File: src/utf8d_pkg.sv
// shared types and constants for the utf-8 stream decoder
// no dependencies; imported by every module of the block
`default_nettype none

package utf8d_pkg;

   localparam int CP_WIDTH     = 21;
   localparam int QUEUE_DEPTH  = 2;
   localparam int QPTR_WIDTH   = $clog2(QUEUE_DEPTH);
   localparam int QCNT_WIDTH   = $clog2(QUEUE_DEPTH + 1);

   // result status codes
   localparam logic [1:0] ST_OK        = 2'd0;
   localparam logic [1:0] ST_INVALID   = 2'd1;
   localparam logic [1:0] ST_TRUNCATED = 2'd2;

   // class of a byte if it stands in lead position
   typedef enum logic [2:0] {
      LC_ASCII   = 3'd0,
      LC_TWO     = 3'd1,
      LC_THREE   = 3'd2,
      LC_FOUR    = 3'd3,
      LC_INVALID = 3'd4
   } lead_class_type;

   // one classified word as it sits in the queue
   typedef struct packed {
      logic [7:0]     data_byte;
      logic           final_byte;
      lead_class_type lead_class;
      logic [6:0]     lead_value;   // payload bits of the lead byte
      logic [1:0]     lead_pending; // continuation bytes that follow the lead
   } item_type;

endpackage

`default_nettype wire

File: src/utf8d_front.sv
// front end: classifies each incoming byte by its lead pattern
// depends on utf8d_pkg
`default_nettype none

module utf8d_front (
   input  wire logic [7:0]         data_byte,
   input  wire logic               final_byte,
   output utf8d_pkg::item_type     item
);
   import utf8d_pkg::*;

   always_comb begin
      item.data_byte    = data_byte;
      item.final_byte   = final_byte;
      item.lead_value   = 7'd0;
      item.lead_pending = 2'd0;
      item.lead_class   = LC_INVALID;
      priority if (data_byte[7] == 1'b0) begin
         item.lead_class = LC_ASCII;
         item.lead_value = data_byte[6:0];
      end else if ((data_byte & 8'hE0) == 8'hC0) begin
         item.lead_class   = LC_TWO;
         item.lead_value   = {2'b00, data_byte[4:0]};
         item.lead_pending = 2'd1;
      end else if ((data_byte & 8'hF0) == 8'hE0) begin
         item.lead_class   = LC_THREE;
         item.lead_value   = {3'b000, data_byte[3:0]};
         item.lead_pending = 2'd2;
      end else if ((data_byte & 8'hF8) == 8'hF0) begin
         item.lead_class   = LC_FOUR;
         item.lead_value   = {4'b0000, data_byte[2:0]};
         item.lead_pending = 2'd3;
      end else begin
         item.lead_class = LC_INVALID;
      end
   end

endmodule

`default_nettype wire

File: src/utf8d_queue.sv
// short queue of classified words between front end and back end
// depends on utf8d_pkg
`default_nettype none

module utf8d_queue (
   input  wire logic                clock,
   input  wire logic                reset,
   input  wire logic                push,
   input  wire utf8d_pkg::item_type push_item,
   input  wire logic                pop,
   output logic                     full,
   output logic                     not_empty,
   output utf8d_pkg::item_type      head_item
);
   import utf8d_pkg::*;

   item_type                slot_ff [QUEUE_DEPTH];
   logic [QPTR_WIDTH-1:0]   wr_ptr_ff, wr_ptr_in;
   logic [QPTR_WIDTH-1:0]   rd_ptr_ff, rd_ptr_in;
   logic [QCNT_WIDTH-1:0]   count_ff, count_in;

   assign full      = (count_ff == QCNT_WIDTH'(QUEUE_DEPTH));
   assign not_empty = (count_ff != '0);
   assign head_item = slot_ff[rd_ptr_ff];

   always_comb begin
      wr_ptr_in = wr_ptr_ff;
      rd_ptr_in = rd_ptr_ff;
      count_in  = count_ff;
      if (push) begin
         wr_ptr_in = (wr_ptr_ff == QPTR_WIDTH'(QUEUE_DEPTH - 1)) ? '0 : wr_ptr_ff + 1'b1;
      end
      if (pop) begin
         rd_ptr_in = (rd_ptr_ff == QPTR_WIDTH'(QUEUE_DEPTH - 1)) ? '0 : rd_ptr_ff + 1'b1;
      end
      if (push && !pop) begin
         count_in = count_ff + 1'b1;
      end else if (pop && !push) begin
         count_in = count_ff - 1'b1;
      end
   end

   always_ff @(posedge clock) begin
      if (reset) begin
         wr_ptr_ff <= '0;
         rd_ptr_ff <= '0;
         count_ff  <= '0;
      end else begin
         wr_ptr_ff <= wr_ptr_in;
         rd_ptr_ff <= rd_ptr_in;
         count_ff  <= count_in;
      end
   end

   always_ff @(posedge clock) begin
      if (push) begin
         slot_ff[wr_ptr_ff] <= push_item;
      end
   end

endmodule

`default_nettype wire

File: src/utf8d_back.sv
// back end: sequence state, code point assembly and result register
// depends on utf8d_pkg
`default_nettype none

module utf8d_back (
   input  wire logic                      clock,
   input  wire logic                      reset,
   input  wire logic                      item_valid,
   input  wire utf8d_pkg::item_type       item,
   output logic                           item_take,
   output logic                           rsp_valid,
   input  wire logic                      rsp_stall,
   output logic [utf8d_pkg::CP_WIDTH-1:0] rsp_code_point,
   output logic [1:0]                     rsp_status,
   output logic                           rsp_string_end
);
   import utf8d_pkg::*;

   logic [CP_WIDTH-1:0] partial_ff, partial_in;
   logic [1:0]          pending_ff, pending_in;
   logic                out_valid_ff, out_valid_in;
   logic [CP_WIDTH-1:0] out_cp_ff;
   logic [1:0]          out_status_ff;
   logic                out_end_ff;

   logic                emit;
   logic [CP_WIDTH-1:0] emit_cp;
   logic [1:0]          emit_status;
   logic                emit_end;
   logic [CP_WIDTH-1:0] shifted;
   logic [1:0]          pending_dec;

   // output slot is free when empty or being drained this cycle
   assign item_take = item_valid && (!out_valid_ff || !rsp_stall);

   assign shifted     = {partial_ff[CP_WIDTH-7:0], item.data_byte[5:0]};
   assign pending_dec = pending_ff - 2'd1;

   always_comb begin
      partial_in  = partial_ff;
      pending_in  = pending_ff;
      emit        = 1'b0;
      emit_cp     = '0;
      emit_status = ST_OK;
      emit_end    = item.final_byte;
      if (pending_ff == 2'd0) begin
         unique case (item.lead_class)
            LC_ASCII: begin
               emit    = 1'b1;
               emit_cp = CP_WIDTH'(item.lead_value);
            end
            LC_TWO, LC_THREE, LC_FOUR: begin
               if (item.final_byte) begin
                  emit        = 1'b1;
                  emit_status = ST_TRUNCATED;
                  partial_in  = '0;
                  pending_in  = 2'd0;
               end else begin
                  partial_in = CP_WIDTH'(item.lead_value);
                  pending_in = item.lead_pending;
               end
            end
            default: begin
               emit        = 1'b1;
               emit_status = ST_INVALID;
               partial_in  = '0;
            end
         endcase
      end else begin
         // continuation position: low six bits only, pattern not checked
         if (pending_dec == 2'd0) begin
            emit       = 1'b1;
            emit_cp    = shifted;
            partial_in = '0;
            pending_in = 2'd0;
         end else if (item.final_byte) begin
            emit        = 1'b1;
            emit_status = ST_TRUNCATED;
            partial_in  = '0;
            pending_in  = 2'd0;
         end else begin
            partial_in = shifted;
            pending_in = pending_dec;
         end
      end
   end

   always_comb begin
      out_valid_in = out_valid_ff;
      if (!out_valid_ff || !rsp_stall) begin
         out_valid_in = item_take && emit;
      end
   end

   always_ff @(posedge clock) begin
      if (reset) begin
         partial_ff   <= '0;
         pending_ff   <= 2'd0;
         out_valid_ff <= 1'b0;
      end else begin
         if (item_take) begin
            partial_ff <= partial_in;
            pending_ff <= pending_in;
         end
         out_valid_ff <= out_valid_in;
      end
   end

   always_ff @(posedge clock) begin
      if (item_take && emit) begin
         out_cp_ff     <= emit_cp;
         out_status_ff <= emit_status;
         out_end_ff    <= emit_end;
      end
   end

   assign rsp_valid      = out_valid_ff;
   assign rsp_code_point = out_cp_ff;
   assign rsp_status     = out_status_ff;
   assign rsp_string_end = out_end_ff;

endmodule

`default_nettype wire

File: src/utf8_stream_decoder.sv
// utf-8 stream decoder: one byte per word in, one code point word out
// depends on utf8d_pkg, utf8d_front, utf8d_queue, utf8d_back
//
// usage:
//   req channel carries one raw byte of a utf-8 string per word, with
//   req_final_byte high on the last byte of the string. a word is taken at
//   a rising edge with req_valid high and req_stall low.
//   rsp channel gives a word when a code point completes (status ok), when
//   a lead byte is invalid (status 1, code point zero) or when the string
//   ends mid-sequence (status 2, code point zero, string_end high).
//   bytes that only extend a sequence give no word.
// path: a byte that completes a code point passes the queue and then the
//   result register before it shows on rsp.
// throughput: one byte per cycle unless a stall holds it back, set by the
//   per-byte state update in the back end; the two-entry queue lets the front
//   keep taking bytes while a result waits in the result register.
// stall: while rsp_stall is high the result register holds its word; once
//   the queue fills, req_stall rises. no word is lost or repeated.
// reset: synchronous, clears the queue, the result register and the
//   sequence state, so decoding restarts at a lead byte.
`default_nettype none

module utf8_stream_decoder (
   input  wire logic                      clock,
   input  wire logic                      reset,
   // byte input channel
   input  wire logic                      req_valid,
   output logic                           req_stall,
   input  wire logic [7:0]                req_data_byte,
   input  wire logic                      req_final_byte,
   // code point result channel
   output logic                           rsp_valid,
   input  wire logic                      rsp_stall,
   output logic [utf8d_pkg::CP_WIDTH-1:0] rsp_code_point,
   output logic [1:0]                     rsp_status,
   output logic                           rsp_string_end
);
   import utf8d_pkg::*;

   item_type front_item;
   item_type head_item;
   logic     q_full;
   logic     q_not_empty;
   logic     q_pop;
   logic     req_take;

   // front end accepts whenever the queue has room
   assign req_stall = q_full;
   assign req_take  = req_valid && !q_full;

   // classify the byte by its lead pattern before queueing
   utf8d_front u_front (
      .data_byte  (req_data_byte),
      .final_byte (req_final_byte),
      .item       (front_item)
   );

   // decouples byte intake from result back-pressure
   utf8d_queue u_queue (
      .clock     (clock),
      .reset     (reset),
      .push      (req_take),
      .push_item (front_item),
      .pop       (q_pop),
      .full      (q_full),
      .not_empty (q_not_empty),
      .head_item (head_item)
   );

   // sequence state and registered result
   utf8d_back u_back (
      .clock          (clock),
      .reset          (reset),
      .item_valid     (q_not_empty),
      .item           (head_item),
      .item_take      (q_pop),
      .rsp_valid      (rsp_valid),
      .rsp_stall      (rsp_stall),
      .rsp_code_point (rsp_code_point),
      .rsp_status     (rsp_status),
      .rsp_string_end (rsp_string_end)
   );

   // an error result never carries a code point
   assert property (@(posedge clock) disable iff (reset)
      rsp_valid && (rsp_status != ST_OK) |-> (rsp_code_point == '0))
      else $error("error result with nonzero code point");

   // a truncation can only be reported at the end of a string
   assert property (@(posedge clock) disable iff (reset)
      rsp_valid && (rsp_status == ST_TRUNCATED) |-> rsp_string_end)
      else $error("truncation reported without string end");

   // input is only stalled when the back end has work waiting
   assert property (@(posedge clock) disable iff (reset)
      req_stall |-> q_not_empty)
      else $error("input stalled with empty queue");

   // a word is never taken from an empty queue
   assert property (@(posedge clock) disable iff (reset)
      q_pop |-> q_not_empty)
      else $error("pop from empty queue");

endmodule

`default_nettype wire

File: config.mk
export PLATFORM = sky130hd
export DESIGN_NAME = utf8_stream_decoder
export DESIGN_NICKNAME = d
export VERILOG_FILES = /design/src/utf8d_pkg.sv /design/src/utf8d_front.sv /design/src/utf8d_queue.sv /design/src/utf8d_back.sv /design/src/utf8_stream_decoder.sv
export SDC_FILE = /design/constraint.sdc
export NUM_CORES = 1
export LEC_CHECK = 0
export ABC_CLOCK_PERIOD_IN_PS = 6020
export BUFFER_PORTS_ARGS = -buffer_cell sky130_fd_sc_hd__buf_2
export CORE_MARGIN = 2
export CORE_UTILIZATION = 25
export CTS_CLUSTER_DIAMETER = 200
export DETAILED_ROUTE_END_ITERATION = 6
export SLEW_MARGIN = 0
export SYNTH_ARGS = -nofsm -noshare
export SYNTH_HDL_FRONTEND = slang
export SYNTH_SLANG_ARGS = --single-unit
File: constraint.sdc
create_clock -name clock -period 6.02 [get_ports clock]
set_clock_uncertainty 0.15 [all_clocks]
set_input_delay 0.301 -clock clock [delete_from_list [all_inputs] [get_ports clock]]
set_output_delay 0.301 -clock clock [all_outputs]
set_load 0.05 [all_outputs]
==> flow_metrics.tcl, run 1 <==
set metrics [dict create \
    die_h_um 120 \
    core_area_mm2 0.0131 \
    n_antenna_cell 0 \
    slowest_delay_ns 1.01 \
    synth-edff-count 58 \
    vdd_ir_drop_max_uv 122 \
    synth_area_mm2 0.00334 \
    htree_levels 3 \
    power_density_mw_per_mm2 524 \
    fmax_ghz 0.334 \
    netlist_instances 265 \
    path_delay_family "flip-flops" \
    drive_gt1_share_pct 19.4 \
    final_max_slew_viol_count 0 \
    crit_type "reg -> reg" \
    antenna_found_initial 0 \
    hold_class "in -> reg" \
    rsz0062_at_grt "false" \
    synth_ff_type "edfxtp_1" \
    clock_path_buffers 2 \
    die_area_mm2 0.0143 \
    min_period_over_period_pct 49.7 \
    cts_tree "built" \
    max-slew-margin-rel_pct 29.9 \
    first_pass_iters 4 \
    setup_tns_ns 0 \
    p_leak_nw 1.46 \
    drt-total-wl_um 6480 \
    initial_utilization_pct 25.4 \
    cts_setup_buffers 0 \
    routedWlPerCell_um 13.4 \
    vias_per_cell 4.29 \
    status "finished, final reports clean" \
    hpwl_um 4490 \
    ys_types 42 \
    clkTransAtPathRegs_ns 0.06 \
    dieWidth_um 120 \
    grt_pass1_wl_um 10300 \
    multi_input_area_mm2 0.00105 \
    setup_violations 0 \
    synthArstFlopShare_pct 0 \
    ant_nets 0 \
    yosysWarnings 0 \
    cts_num_sinks 81 \
    synth_seq_cells 81 \
    cts_buffers 9 \
    cts_root_buffer "clkbuf_16" \
    total_power_mw 2.10 \
    gp_routability_congestion 0.756 \
    rows 42 \
    grt_max_degree 30 \
    cp_cell_sequence "or2_1 > o221ai_1 > a21o_1 > inv_1" \
    crit_arrival_ns 2.80 \
    io_buffers 38 \
    yosysSeqAreaShare_pct 66.0 \
    first_global_vias 2011 \
    period_minus_slack_ns 2.99 \
    fillerInstances 1376 \
    drc 0 \
    postCtsHoldBufs 0 \
    maxCapViolCount 0 \
    crit_fanout 24 \
    ios 39 \
    cts_resized 0 \
    whs_ns 0.0158 \
    startpoint_type "register" \
    hold_viol 0 \
    endpoint_kind "register" \
    tightest_slew_ns 1.05 \
    mappedNetlistNets 281 \
    nNetsFinal 320 \
    area_growth_pct 19.9 \
    seqCellArea_mm2 0.00220 \
    vias 2080 \
    drt_iter0_markers 99 \
    grt_overflow_total 0 \
    cp_num_buf_inv 1 \
    grt_usage_pct 9.48 \
    clock_latency_ns 0.33 \
    critical-path-slowest-cell "dfxtp_1" \
    crit_required_ns 5.82 \
    avgSynthCellArea_um2 12.6 \
]
==> sequential cells by signal, summed over array words and instances (netlist names), named ones only <==
name and count:
u_back.rsp_code_point 21, u_back.rsp_string_end 1, u_queue.count_ff 2, u_back.pending_ff 2, u_back.partial_ff 15, u_queue.rd_ptr_ff 1, u_back.rsp_status 2, u_queue.slot_ff 34
u_queue.wr_ptr_ff 1, u_back.rsp_valid 1
==> layout by cell type (no fill, tap or decap), types with 6 or more instances in the layout <==
cell,instances
nand2b_1,8
o21ai_0,15
o32ai_1,6
nand4_1,9
inv_1,9
and2_1,18
dfxtp_1,23
edfxtp_1,58
mux2i_1,16
o22ai_1,6
a21oi_1,16
clkbuf_16,9
nor2_1,12
nand2_1,26
buf_2,38
==> area by class of cell <==
cell class              count  area share, %
flip-flops and latches     81           55.1
repair buffers             39           4.94
inverters                   9          0.845
well taps                 176           5.51
clock buffers              11           6.07
multi-input cells         164           26.2
clock inverters             5           1.38
==> where the power goes <==
group	switching [mW]	internal [mW]	leakage, nW	total, mW
clock network	0.208	0.331	0.142	0.539
logic	0.544	0.179	0.578	0.724
registers	0.0684	0.765	0.742	0.833
total	0.821	1.28	1.46	2.10
==> layer usage <==
layer	track usage [%]	vias to the layer above	part of all wire, %
met4	3.75	0	1.7
met3	2.85	10	5.5
met1	12.2	962	46
met5	0	-	0
met2	15.0	59	46
li1	-	1049	-
==> path summary, 6_finish.rpt <==
path	startpoint	endpoint	slack [ns]	cells after the start
setup reg to reg	register	u_back.rsp_code_point[4]$_DFFE_PP_	3.03	4
setup / recovery	register	u_back.rsp_code_point[4]$_DFFE_PP_	3.03	4
hold / removal	req_final_byte	u_queue.slot_ff[0][12]$_DFFE_PP_	0.02	1
hold reg to reg	u_back.partial_ff[14]$_SDFFE_PP0P_	u_back.partial_ff[14]$_SDFFE_PP0P_	0.32	2
==> cells by family (layout without fill, tap and decap cells) <==
logic type | count (synthesis) | count (layout) | share of synthesized area [%]
adders and majority gates | 3 | 3 | 1.13
muxes | 17 | 17 | 5.25
xor gates and xnor gates | 4 | 4 | 1.05
DFF | 81 | 81 | 66.0
AOI/OAI and AO/OA | 51 | 51 | 9.57
buffers and inverters | 20 | 64 | 2.55
and+or+nand+nor | 89 | 89 | 14.4
==> cell usage after synthesis (8+ instances only) <==
cell type / count / area [um^2]
a21oi_1: 16 / 80.1
and2_1: 18 / 113
clkbuf_1: 8 / 30.0
dfxtp_1: 23 / 460
edfxtp_1: 58 / 1740
inv_1: 9 / 33.8
mux2i_1: 16 / 160
nand2_1: 26 / 97.6
nand2b_1: 8 / 50.1
nand4_1: 9 / 56.3
nor2_1: 12 / 45.0
o21ai_0: 15 / 75.1
==> per-stage QoR <==
stage | std cells | worst slack (ns) | instance area (um^2) | util, %
6_report | 485 | 3.03 | 4000 | 30.4
5_1_grt | 485 | 2.77 | 4000 | 30.4
4_1_cts | 485 | 2.95 | 4000 | 30.4
3_5_place_dp | 469 | 2.96 | 3700 | 28.2
3_3_place_gp | 469 | 3.12 | 3700 | 28.2
2_1_floorplan | 265 | 3.79 | 3340 | -
Note: power is estimated with default switching activity, not from simulation.
==> inputs of run 2 (changes only) <==
--- a/config.mk
+++ b/config.mk
@@ -5,7 +5,7 @@
 export SDC_FILE = /design/constraint.sdc
 export NUM_CORES = 1
 export LEC_CHECK = 0
-export ABC_CLOCK_PERIOD_IN_PS = 6020
+export ABC_CLOCK_PERIOD_IN_PS = 2400
 export BUFFER_PORTS_ARGS = -buffer_cell sky130_fd_sc_hd__buf_2
 export CORE_MARGIN = 2
 export CORE_UTILIZATION = 25
==> constraint.sdc (replaced) <==
create_clock -name clock -period 2.4 [get_ports clock]
set_clock_uncertainty 0.15 [all_clocks]
set_input_delay 0.12 -clock clock [delete_from_list [all_inputs] [get_ports clock]]
set_output_delay 0.12 -clock clock [all_outputs]
set_load 0.05 [all_outputs]
==> flow_metrics.tcl, run 2 (synthesis results as in run 1) <==
set metrics [dict create \
    status "finished, final reports clean" \
    largest_register_ffs 34 \
    drive_gt1_share_pct 21.1 \
    cp_num_buf_inv 1 \
    fmax_ghz 0.481 \
    io_buffers 38 \
    setup_violations 0 \
    grt.met2_usage_pct 16.1 \
    critical-path-slowest-cell "dfxtp_1" \
    rsz0062_at_grt "false" \
    mostFrequentLayoutCell "edfxtp_1" \
    max-slew-margin-rel_pct 56.3 \
    vias 2166 \
    vias_per_cell 4.31 \
    tightest_slew_ns 0.653 \
    ios 39 \
    die_h_um 120 \
    worstRegToRegCells 5 \
    first_pass_iters 4 \
    n_antenna_cell 0 \
    grt_overflow_total 0 \
    drt-total-wl_um 6620 \
    grt_use_met1_pct 12.7 \
    power_density_mw_per_mm2 1290 \
    clock_path_buffers 2 \
    grt_usage_pct 10.1 \
    cts_root_buffer "clkbuf_16" \
    period_minus_slack_ns 2.08 \
    slowest_delay_ns 0.49 \
    core_area_mm2 0.0131 \
    endpoint_kind "register" \
    total_power_mw 5.39 \
    startpoint_type "register" \
    dieWidth_um 120 \
    path_depth 5 \
    design_area_mm2 0.00417 \
    drt_iter0_markers 104 \
    hold_viol 0 \
    regMostFlops "u_queue.slot_ff" \
    area_growth_pct 24.9 \
    ant_nets 0 \
    die_area_mm2 0.0143 \
    clock_latency_ns 0.34 \
    hpwl_um 4690 \
    drc 0 \
    postPlaceCellArea_mm2 0.00378 \
    rows 42 \
    postCtsHoldBufs 9 \
    setup_tns_ns 0 \
    final_max_slew_viol_count 0 \
    fin_util_pct 31.7 \
    gp_routability_congestion 0.782 \
    crit_fanout 10 \
    p_leak_nw 1.55 \
    min_path_cells 3 \
    vdd_ir_drop_max_uv 362 \
    cts_num_sinks 81 \
    crit_required_ns 2.49 \
    cts_buffers 9 \
    met3_usage_pct 3.37 \
    cp_cell_sequence "buf_4 > nor3b_1 > o211a_1 > nor2_1 > o32ai_1" \
    grt_max_degree 30 \
    cts_resized 0 \
    cts_tree "built" \
    grt_pass1_wl_um 11300 \
    cts_setup_buffers 0 \
    min_period_over_period_pct 86.6 \
    clkTransAtPathRegs_ns 0.06 \
    hold_class "in -> reg" \
    crit_type "reg -> reg" \
    first_global_vias 2285 \
    crit_arrival_ns 2.17 \
    grt-busiest-layer "met2" \
    maxCapViolCount 0 \
    nNetsFinal 338 \
    antenna_found_initial 0 \
    routedWlPerCell_um 13.2 \
    initial_utilization_pct 25.4 \
    htree_levels 3 \
    fillerInstances 1341 \
    layout_common_cells "edfxtp_1 (58), buf_2 (38), nand2_1 (26), dfxtp_1 (23), and2_1 (18)" \
    path_delay_family "compound AO/OA/AOI/OAI gates" \
]
==> run 2: stage by stage <==
stage,instances,hold WS (ns),setup WS (ns)
floorplan,265,0.0689,0.169
global placement,478,0.163,0.390
detailed placement,478,0.176,0.351
CTS,503,0.0229,0.318
global route,503,0.0616,0.0551
finish,503,0.0303,0.321
==> run 2: worst paths after layout <==
check | startpoint | end | slack [ns]
setup / recovery | register | u_back.partial_ff[2]$_SDFFE_PP0P_ | 0.32
hold / removal | req_data_byte[6] | u_queue.slot_ff[1][8]$_DFFE_PP_ | 0.03
setup reg to reg | register | u_back.partial_ff[2]$_SDFFE_PP0P_ | 0.32
hold reg to reg | u_back.partial_ff[10]$_SDFFE_PP0P_ | u_back.partial_ff[10]$_SDFFE_PP0P_ | 0.32
==> run 2: layout make-up <==
type	count	area (um^2)	share of cell area (%)
sequential	81	2200	52.9
clock buffer	10	229	5.50
multi-input combinational	164	1050	25.2
tap	176	220	5.29
timing repair buffer	57	368	8.83
inverter	9	33.8	0.811
clock inverter	6	65.1	1.56
==> run 2: routing by layer <==
layer  vias to the layer above  share of wire, %
met5                         -                 0
li1                       1087                 -
met2                        49                46
met1                      1016                47
met4                         0               1.9
met3                        14               5.0
==> run 2: report_power, final <==
part	switching, mW	internal [mW]	total (mW)
sequential	0.132	1.91	2.04
combinational	1.43	0.561	1.99
clock	0.546	0.809	1.36
==> run 2: tightest hold or removal path: stages <==
cell and delay (ns):
buf_2 0.12, inv_1 0.06, nor2_1 0.05
